<file path="src/hdl/wpu_pkg.sv">
package wpu_pkg;

  // Bits per sample, as coded in the width register
  typedef enum logic [1:0] {
    WIDTH_8  = 2'd0,
    WIDTH_16 = 2'd1,
    WIDTH_24 = 2'd2,
    WIDTH_32 = 2'd3
  } width_code_t;

  // Configuration handed from the register block to the datapath
  typedef struct packed {
    width_code_t width_code;
    logic        stereo;
    logic        left_en;
    logic        right_en;
  } wpu_cfg_t;

  localparam int unsigned CFG_ADDR_W = 4;
  localparam int unsigned CFG_DATA_W = 32;

  // Register byte addresses
  localparam logic [CFG_ADDR_W-1:0] ADDR_WIDTH_CODE = 4'h0;
  localparam logic [CFG_ADDR_W-1:0] ADDR_STEREO     = 4'h4;
  localparam logic [CFG_ADDR_W-1:0] ADDR_LEFT_EN    = 4'h8;
  localparam logic [CFG_ADDR_W-1:0] ADDR_RIGHT_EN   = 4'hC;

  // Reset configuration: 16-bit stereo, both channels on
  localparam wpu_cfg_t CFG_RESET = '{
    width_code: WIDTH_16,
    stereo:     1'b1,
    left_en:    1'b1,
    right_en:   1'b1
  };

endpackage

</file>
<file path="src/hdl/wpu_unpack.sv">
module wpu_unpack (
  input  logic              clk,
  input  logic              rst_n,
  input  wpu_pkg::wpu_cfg_t cfg,
  input  logic              in_valid,
  output logic              in_ready,
  input  logic [7:0]        in_byte,
  output logic              out_valid,
  input  logic              out_ready,
  output logic [31:0]       out_sample,
  output logic              out_chan
);
  import wpu_pkg::*;

  logic [2:0]  pos_r, pos_nxt;
  logic [23:0] partial_r, partial_nxt;
  logic        out_valid_r, out_valid_nxt;
  logic [31:0] out_sample_r;
  logic        out_chan_r;

  logic [2:0]  nbytes;
  logic [3:0]  frame_len;
  logic [2:0]  pos_eff;
  logic        chan;
  logic [1:0]  lane;
  logic        last_lane;
  logic [3:0]  pos_plus;
  logic [31:0] base;
  logic [31:0] byte_sh;
  logic [31:0] raw;
  logic [31:0] widened;
  logic        chan_en;
  logic        emit;
  logic        in_fire;

  assign in_ready = !out_valid_r || out_ready;
  assign in_fire  = in_valid && in_ready;

  // Locate the byte within the frame
  always_comb begin
    nbytes    = {1'b0, cfg.width_code} + 3'd1;
    frame_len = cfg.stereo ? {nbytes, 1'b0} : {1'b0, nbytes};
    pos_eff   = ({1'b0, pos_r} >= frame_len) ? 3'd0 : pos_r;
    chan      = (pos_eff >= nbytes);
    lane      = chan ? 2'(pos_eff - nbytes) : pos_eff[1:0];
    last_lane = (lane == cfg.width_code);
    pos_plus  = {1'b0, pos_eff} + 4'd1;
    pos_nxt   = (pos_plus >= frame_len) ? 3'd0 : pos_plus[2:0];
  end

  // Merge the byte into the sample under assembly
  always_comb begin
    base = (lane == 2'd0) ? 32'd0 : {8'd0, partial_r};
    case (lane)
      2'd0:    byte_sh = {24'd0, in_byte};
      2'd1:    byte_sh = {16'd0, in_byte, 8'd0};
      2'd2:    byte_sh = {8'd0, in_byte, 16'd0};
      2'd3:    byte_sh = {in_byte, 24'd0};
      default: byte_sh = 32'd0;
    endcase
    raw         = base | byte_sh;
    partial_nxt = last_lane ? 24'd0 : raw[23:0];
  end

  // Left-justify; 8-bit samples are offset binary
  always_comb begin
    case (cfg.width_code)
      WIDTH_8:  widened = {~raw[7], raw[6:0], 24'd0};
      WIDTH_16: widened = {raw[15:0], 16'd0};
      WIDTH_24: widened = {raw[23:0], 8'd0};
      WIDTH_32: widened = raw;
      default:  widened = raw;
    endcase
    chan_en = chan ? (cfg.stereo && cfg.right_en) : cfg.left_en;
    emit    = last_lane && chan_en;
  end

  // Output register: load on a transfer that completes an enabled sample, drop when taken
  always_comb begin
    out_valid_nxt = out_valid_r;
    if (in_fire) begin
      out_valid_nxt = emit;
    end else if (out_ready) begin
      out_valid_nxt = 1'b0;
    end
  end

  always_ff @(posedge clk) begin
    if (!rst_n) begin
      pos_r       <= 3'd0;
      partial_r   <= 24'd0;
      out_valid_r <= 1'b0;
    end else begin
      out_valid_r <= out_valid_nxt;
      if (in_fire) begin
        pos_r     <= pos_nxt;
        partial_r <= partial_nxt;
      end
    end
  end

  always_ff @(posedge clk) begin
    if (in_fire && emit) begin
      out_sample_r <= widened;
      out_chan_r   <= chan;
    end
  end

  assign out_valid  = out_valid_r;
  assign out_sample = out_sample_r;
  assign out_chan   = out_chan_r;

  // A completed, enabled sample shows up in the next cycle
  a_emit_valid: assert property (@(posedge clk) disable iff (!rst_n)
    (in_fire && emit) |=> out_valid_r)
    else $error("completed sample not presented");

  // A taken result with no new one leaves the register empty
  a_drain: assert property (@(posedge clk) disable iff (!rst_n)
    (out_valid_r && out_ready && !in_fire) |=> !out_valid_r)
    else $error("result repeated after transfer");

  // A byte inside a sample never wraps the frame position
  a_no_wrap_mid: assert property (@(posedge clk) disable iff (!rst_n)
    (in_fire && !last_lane) |=> (pos_r != 3'd0))
    else $error("frame position wrapped inside a sample");

  // Nothing is emitted for a byte that does not finish a sample
  a_mid_silent: assert property (@(posedge clk) disable iff (!rst_n)
    (in_fire && !last_lane) |=> !out_valid_r)
    else $error("result from an unfinished sample");

endmodule

</file>
<file path="src/hdl/wav_pcm_sample_unpacker.sv">
// PCM WAV sample unpacker. Feed the data chunk one byte per transfer on the in_
// stream; every completed little-endian sample of an enabled channel comes out on
// the out_ stream as a left-justified signed 32-bit word with its channel in
// out_tuser (0 left or mono, 1 right). One byte is taken in every cycle; a result
// appears in the cycle after the last byte of its sample, from a single output
// register that reloads in the cycle it is taken, so only a stalled out_ side
// holds off input. Set width, stereo and channel enables over the cfg_ port while
// the stream is idle; the frame position is kept across writes.
module wav_pcm_sample_unpacker (
  input  logic                              clk,
  input  logic                              rst_n,
  input  logic                              in_tvalid,
  output logic                              in_tready,
  input  logic [7:0]                        in_tdata,    // [7:0] data_byte
  output logic                              out_tvalid,
  input  logic                              out_tready,
  output logic [31:0]                       out_tdata,   // [31:0] sample_value
  output logic                              out_tuser,   // [0] channel_id
  input  logic                              cfg_psel,
  input  logic                              cfg_penable,
  input  logic                              cfg_pwrite,
  input  logic [wpu_pkg::CFG_ADDR_W-1:0]    cfg_paddr,
  input  logic [wpu_pkg::CFG_DATA_W-1:0]    cfg_pwdata,
  output logic [wpu_pkg::CFG_DATA_W-1:0]    cfg_prdata,
  output logic                              cfg_pready
);
  import wpu_pkg::*;

  wpu_cfg_t cfg_r, cfg_nxt;
  logic     cfg_wr;

  assign cfg_pready = 1'b1;
  assign cfg_wr     = cfg_psel && cfg_penable && cfg_pwrite;

  // Register writes
  always_comb begin
    cfg_nxt = cfg_r;
    if (cfg_wr) begin
      case (cfg_paddr)
        ADDR_WIDTH_CODE: cfg_nxt.width_code = width_code_t'(cfg_pwdata[1:0]);
        ADDR_STEREO:     cfg_nxt.stereo     = cfg_pwdata[0];
        ADDR_LEFT_EN:    cfg_nxt.left_en    = cfg_pwdata[0];
        ADDR_RIGHT_EN:   cfg_nxt.right_en   = cfg_pwdata[0];
        default:         cfg_nxt = cfg_r;
      endcase
    end
  end

  always_ff @(posedge clk) begin
    if (!rst_n) begin
      cfg_r <= CFG_RESET;
    end else begin
      cfg_r <= cfg_nxt;
    end
  end

  // Register reads
  always_comb begin
    case (cfg_paddr)
      ADDR_WIDTH_CODE: cfg_prdata = {30'd0, cfg_r.width_code};
      ADDR_STEREO:     cfg_prdata = {31'd0, cfg_r.stereo};
      ADDR_LEFT_EN:    cfg_prdata = {31'd0, cfg_r.left_en};
      ADDR_RIGHT_EN:   cfg_prdata = {31'd0, cfg_r.right_en};
      default:         cfg_prdata = '0;
    endcase
  end

  wpu_unpack u_unpack (
    .clk        (clk),
    .rst_n      (rst_n),
    .cfg        (cfg_r),
    .in_valid   (in_tvalid),
    .in_ready   (in_tready),
    .in_byte    (in_tdata),
    .out_valid  (out_tvalid),
    .out_ready  (out_tready),
    .out_sample (out_tdata),
    .out_chan   (out_tuser)
  );

endmodule
</file>
<file path="config.mk">
export PLATFORM = sky130hd
export DESIGN_NAME = wav_pcm_sample_unpacker
export DESIGN_NICKNAME = d
export VERILOG_FILES = /design/src/hdl/wpu_pkg.sv /design/src/hdl/wpu_unpack.sv /design/src/hdl/wav_pcm_sample_unpacker.sv
export SDC_FILE = /design/constraint.sdc
export NUM_CORES = 1
export LEC_CHECK = 0
export BUFFER_PORTS_ARGS = -buffer_cell sky130_fd_sc_hd__clkbuf_2
export CORE_MARGIN = 10
export CORE_UTILIZATION = 53
export DETAILED_ROUTE_END_ITERATION = 12
export PLACE_DENSITY = 0.81
export SLEW_MARGIN = 20
export SYNTH_ARGS = -nofsm -noshare
export SYNTH_HDL_FRONTEND = slang
export SYNTH_HIERARCHICAL = 1
export SYNTH_SLANG_ARGS = --single-unit
</file>
<file path="constraint.sdc">
create_clock -name clk -period 5.53 [get_ports clk]
set_input_delay 1.106 -clock clk [delete_from_list [all_inputs] [get_ports clk]]
set_output_delay 1.106 -clock clk [all_outputs]
set_load 0.01 [all_outputs]
</file>
After elaboration in Yosys (flattened, before gate mapping):

Index checks and enable logic that the tools add are counted.

* output and inout port bits: 68
* flip-flop bits (word level): 66
* input port bits: 51
* logic and storage cells: 55

* equality and inequality tests: 10
* reductions and logical operators: 16
* bitwise gates (word level): 2
* add/subtract/negate cells: 3
* mux-type cells: 12
* order comparisons: 3

Operators with widths (count)
* one-hot mux 32 bit (4 select lines): 2
* two-way mux 24 bit: 2
* OR 32 bit: 1
* == test 2 bit, second input constant: 4
* == test 4 bit, second input constant: 2
* one-hot mux 2 bit (4 select lines): 1
* AND reduction 2 bit: 4
* logical AND 1 bit: 6
* two-way mux 3 bit: 2
* adder 3 x 1 -> 4 bit, second input constant: 1
* == test 2 x 1 -> 1 bit, second input constant: 2
* == test 4 x 3 -> 1 bit, second input constant: 1
* >= comparator 3 x 4 -> 1 bit: 1
* >= comparator 4 bit: 1
* zero test 2 bit: 2
* zero test 4 bit: 1
* two-way mux 4 bit: 1
* adder 2 x 1 -> 3 bit, second input constant: 1
* >= comparator 3 bit: 1
* two-way mux 1 bit: 3
* == test 2 bit: 1
* two-way mux 2 bit: 1
* nonzero test 2 bit: 1
* subtractor 2 bit: 1
* 3 further kinds: 3

Logic depth before layout (Yosys ltp):

* depth after elaboration: 11
* mapped depth: 17
* mapped depth without buffers: 15

Hierarchy:

The synthesis kept the hierarchy.

Modules (own cells, without submodules)
* wpu_unpack: cells an instance 369, times used 1, area each 3590.9 sq um, sequential area each 1551.5 sq um
* wav_pcm_sample_unpacker: cells an instance 60, times used 1, area each 514.2 sq um, sequential area each 100.1 sq um

Worst setup path after synthesis:

Ideal clock, no wire load.

* path type: reg-to-reg
* from: register cfg_r[3] (netlist name)
* to: register u_unpack.out_chan_r (netlist: u_unpack/out_chan), enable pin
* data required time: 5.142 ns
* library setup time: 0.388 ns
* slack: 0.599 ns
* path buffers: 1
* stages on the path, launching flop included: 17
* arrival time: 4.544 ns
* clock period less this slack: 4.931 ns
* path through: dfxtp_1 -> inv_1 -> ha_1 -> mux2i_1 -> ha_1 -> a211oi_4 -> nor2_1 -> nor2b_1 -> ha_1 -> buf_2 -> xor2_1 -> a22oi_1 -> o31a_1 -> o21ai_2 -> or4_1 -> or3_1 -> inv_1

* cells in the longest elaborated chain, start to end: 9
* elaborated cells on any way between the ends: 11
* those cells by class: add/sub: 2; order compare: 2; eq/ne: 1; mux: 4; reduce/logical: 2

Ends and longest elaborated chain
* from (decl): line wav_pcm_sample_unpacker.sv:29 `wpu_cfg_t cfg_r, cfg_nxt;`
* from (signal assigned): line wav_pcm_sample_unpacker.sv:53 `cfg_r <= cfg_nxt;`
* adder 2 x 1 -> 3 bit: line wpu_unpack.sv:41 `nbytes = {1'b0, cfg.width_code} + 3'd1;`
* two-way mux 4 bit: line wpu_unpack.sv:42 `frame_len = cfg.stereo ? {nbytes, 1'b0} : {1'b0, nbytes};`
* >= comparator 3 x 4 -> 1 bit: line wpu_unpack.sv:43 `pos_eff = ({1'b0, pos_r} >= frame_len) ? 3'd0 : pos_r;`
* two-way mux 3 bit: line wpu_unpack.sv:43
* >= comparator 3 bit / subtractor 2 bit (equally long branches): line wpu_unpack.sv:44, wpu_unpack.sv:45
* two-way mux 2 bit: line wpu_unpack.sv:45 `lane = chan ? 2'(pos_eff - nbytes) : pos_eff[1:0];`
* == test 2 bit: line wpu_unpack.sv:46 `last_lane = (lane == cfg.width_code);`
* logical AND 1 bit *: line wpu_unpack.sv:75 `emit = last_lane && chan_en;`
* logical AND 1 bit *: line wpu_unpack.sv:103 `if (in_fire && emit) begin`
* to (signal assigned): line wpu_unpack.sv:105 `out_chan_r <= chan;`
* to (decl): line wpu_unpack.sv:19 `logic out_chan_r;`

Every way passes the cells marked *; elsewhere a longest branch is shown, timed or not.
A chain may end at the register's enable or synchronous reset.

Worst setup path in the final report:

* from: register cfg_r[3] (netlist name)
* to: register u_unpack.out_sample_r[23] (netlist: u_unpack/out_sample[23]), enable pin

* cells in the longest elaborated chain, start to end: 9
* elaborated cells on any way between the ends: 11
* those cells by class: add/sub: 2; order compare: 2; eq/ne: 1; mux: 4; reduce/logical: 2

Ends and longest elaborated chain
* adder 2 x 1 -> 3 bit: line wpu_unpack.sv:41
* two-way mux 4 bit: line wpu_unpack.sv:42
* >= comparator 3 x 4 -> 1 bit: line wpu_unpack.sv:43
* two-way mux 3 bit: line wpu_unpack.sv:43
* >= comparator 3 bit / subtractor 2 bit (equally long branches): line wpu_unpack.sv:44, wpu_unpack.sv:45
* two-way mux 2 bit: line wpu_unpack.sv:45
* == test 2 bit: line wpu_unpack.sv:46
* logical AND 1 bit *: line wpu_unpack.sv:75
* logical AND 1 bit *: line wpu_unpack.sv:103
* to (signal assigned): line wpu_unpack.sv:104 `out_sample_r <= widened;`
* to (decl): line wpu_unpack.sv:18 `logic [31:0] out_sample_r;`

Marks and branches as above.

==> metrics.yaml <==
routabilityCongestion: 0.9256
final_cell_count_no_fill: 589
hold_path_depth: 2
initial_core_util_pct: 53.68
drtPass1Iterations: 6
cts_tree: "done"
routed_wirelength_um: 11160
cts.sinks: 66
fin_crit_ns: 4.836
avgRoutedWirePerCell_um: 18.95
syn-instance-count: 429
p_per_area_mw_per_mm2: 284.2
clock_latency_ns: 0.35
synth_enable_flop_cells: 33
drive_gt1_share_pct: 21.15
finalCritPeriodShare_pct: 87.45
io_pins: 119
ff2ff_path_depth: 15
outcome: "completed"
layout_common_cells: "clkbuf_2, nand2_1, nor2_1, dfxtp_1, edfxtp_1"
slew_viol_final: 0
grt_pass1_vias: 3451
finalSetupTns_ns: 0
path_clk_slew_ns: 0.08
peakVddDrop_mv: 0.1441
cp_cell_sequence: "inv_1 > ha_1 > mux2i_1 > ha_1 > a211oi_4 > nor2_1 > nor2b_1 > ha_1 > xor2_1 > o31a_1 > o21ai_2 > or4_1 > or3_1 > inv_1 > buf_12"
gr-usage-all-layers_pct: 18.17
syn_area_mm2: 0.004105
p_leak_nw: 1.918
synth-main-ff-cell: "edfxtp_1"
worstPathBufferInverterCount: 3
antenna_found_initial: 0
dp_cells: 573
clock_path_buffers: 2
slew_headroom_pct: 25.47
drcViolationCount: 0
ys_types: 72
hold_buffers: 0
required_ns: 5.57
drtIter0Drc: 546
cp.depth: 15
async_reset_ff_share_pct: 0
layout.nets: 547
hold_viol: 0
portBuffers: 57
slowest_delay_ns: 0.53
fin_skew_ns: 0.01029
cts_setup_buffers: 0
ant_nets: 0
htreeDepth: 3
dieArea_mm2: 0.01167
setup_viol_count_final: 0
ys_seq_elements: 66
ys_seq_area_share_pct: 40.23
vias: 3702
critical_path_class: "reg2reg"
die_w_um: 108.0
cpMostUsedCell: "ha_1"
via_per_inst: 6.285
rows: 32
hold_slack_ns: 0.4634
dp_hpwl_um: 7984
cts_root_buf: "clkbuf_8"
grt_max_degree: 34
synth_area_per_cell_um2: 9.569
critical_path.top_delay_family: "simple AND/OR/NAND/NOR gates"
diodes: 0
final_common_cell: "clkbuf_2"
max_freq_mhz: 206.8
worst_pin_slew_ns: 1.114
start_kind: "flip-flop"
maxCapViolations: 0
overflow: 0
critPathSlowestCell: "xor2_1"
syn_to_final_growth_pct: 11.61
dieHeight_um: 108.0
core_mm2: 0.007647
grt_pass1_wl_um: 17130
cts_made_buffers: 9
rsz0062_at_grt: "false"
synth_warnings: 6
cts_resized: 0
arrival_ns: 4.88
hold_path_class: "reg2reg"
end_kind: "flip-flop"
worstPathMaxFanout: 33
-- logic make-up after synthesis --
kind of cell | count (synthesis) | share of synthesized area, %
mux | 18 | 4.724
other cells | 2 | 0.1829
simple gates | 120 | 13.99
compound gates | 141 | 26.97
buf+inv | 66 | 9.204
xor+xnor | 2 | 0.4268
flops | 66 | 40.23
fa+ha+maj | 14 | 4.267
-- area by class of cell --
type	instances	area (µm²)
clock inverters	7	76.32
clock buffers	9	123.9
repair buffers	67	372.9
flip-flops and latches	66	1652
inverters	12	45.04
well taps	102	127.6
multi-input cells	326	2185
fillers	663	3065
-- worst min-delay path, stage by stage (launching register included) --
cell and delay, ns:
dfxtp_1 0.32, nand2_1 0.05, o31ai_1 0.05
-- state kept, by name (all words and copies together), names as in the netlist --
register / cells
u_unpack/partial_r: 24
u_unpack/out_sample: 32
cfg_r: 5
u_unpack/out_chan: 1
u_unpack/pos_r: 3
u_unpack/out_valid: 1
-- stage by stage --
step	total power [mW]	cell area, µm²	worst slack (ns)	util (%)
3_3_place_gp	0.8759	4382	0.7263	57.30
2_1_floorplan	0.8092	4214	0.5989	-
5_1_grt	1.355	4582	0.3830	59.91
4_1_cts	1.294	4582	0.7200	59.91
3_5_place_dp	0.8839	4382	0.7457	57.30
6_report	1.302	4582	0.6940	59.91
-- where the power goes --
group	total (mW)	internal (mW)	switching, mW
sequential	0.574	0.554	0.0197
clock	0.418	0.211	0.207
combinational	0.310	0.114	0.196
-- path summary, 6_finish.rpt --
path,startpoint,end,slack [ns]
worst max-delay path,cfg_r[3],u_unpack/out_sample[23],0.69
worst min-delay path,u_unpack/partial_r[11],u_unpack/partial_r[11],0.46
worst max register to register,cfg_r[3],u_unpack/out_sample[23],0.69
worst min register to register,u_unpack/partial_r[11],u_unpack/partial_r[11],0.46
-- layer usage --
metal / up-vias / part of all wire [%] / global-route usage, %
li1: 1673 / - / -
met1: 1740 / 39 / 23.53
met2: 262 / 47 / 28.71
met3: 27 / 12 / 4.521
met4: 0 / 2.1 / 6.679
met5: - / 0 / 0
-- synthesized netlist by cell type, drive strengths merged, types with 9 or more instances --
cell / instances / area share, %
nand2: 44 / 4.0
buf: 39 / 6.7
o211ai: 9 / 1.6
a22o: 9 / 1.9
inv: 11 / 1.0
clkbuf: 15 / 1.4
edfxtp: 33 / 24
a22oi: 9 / 1.6
a2bb2oi: 12 / 2.7
mux2i: 16 / 3.9
ha: 14 / 4.3
o21ai: 23 / 3.0
dfxtp: 33 / 16
a21oi: 14 / 1.8
nor2: 34 / 3.2
Power figures use the tool's default switching activity.
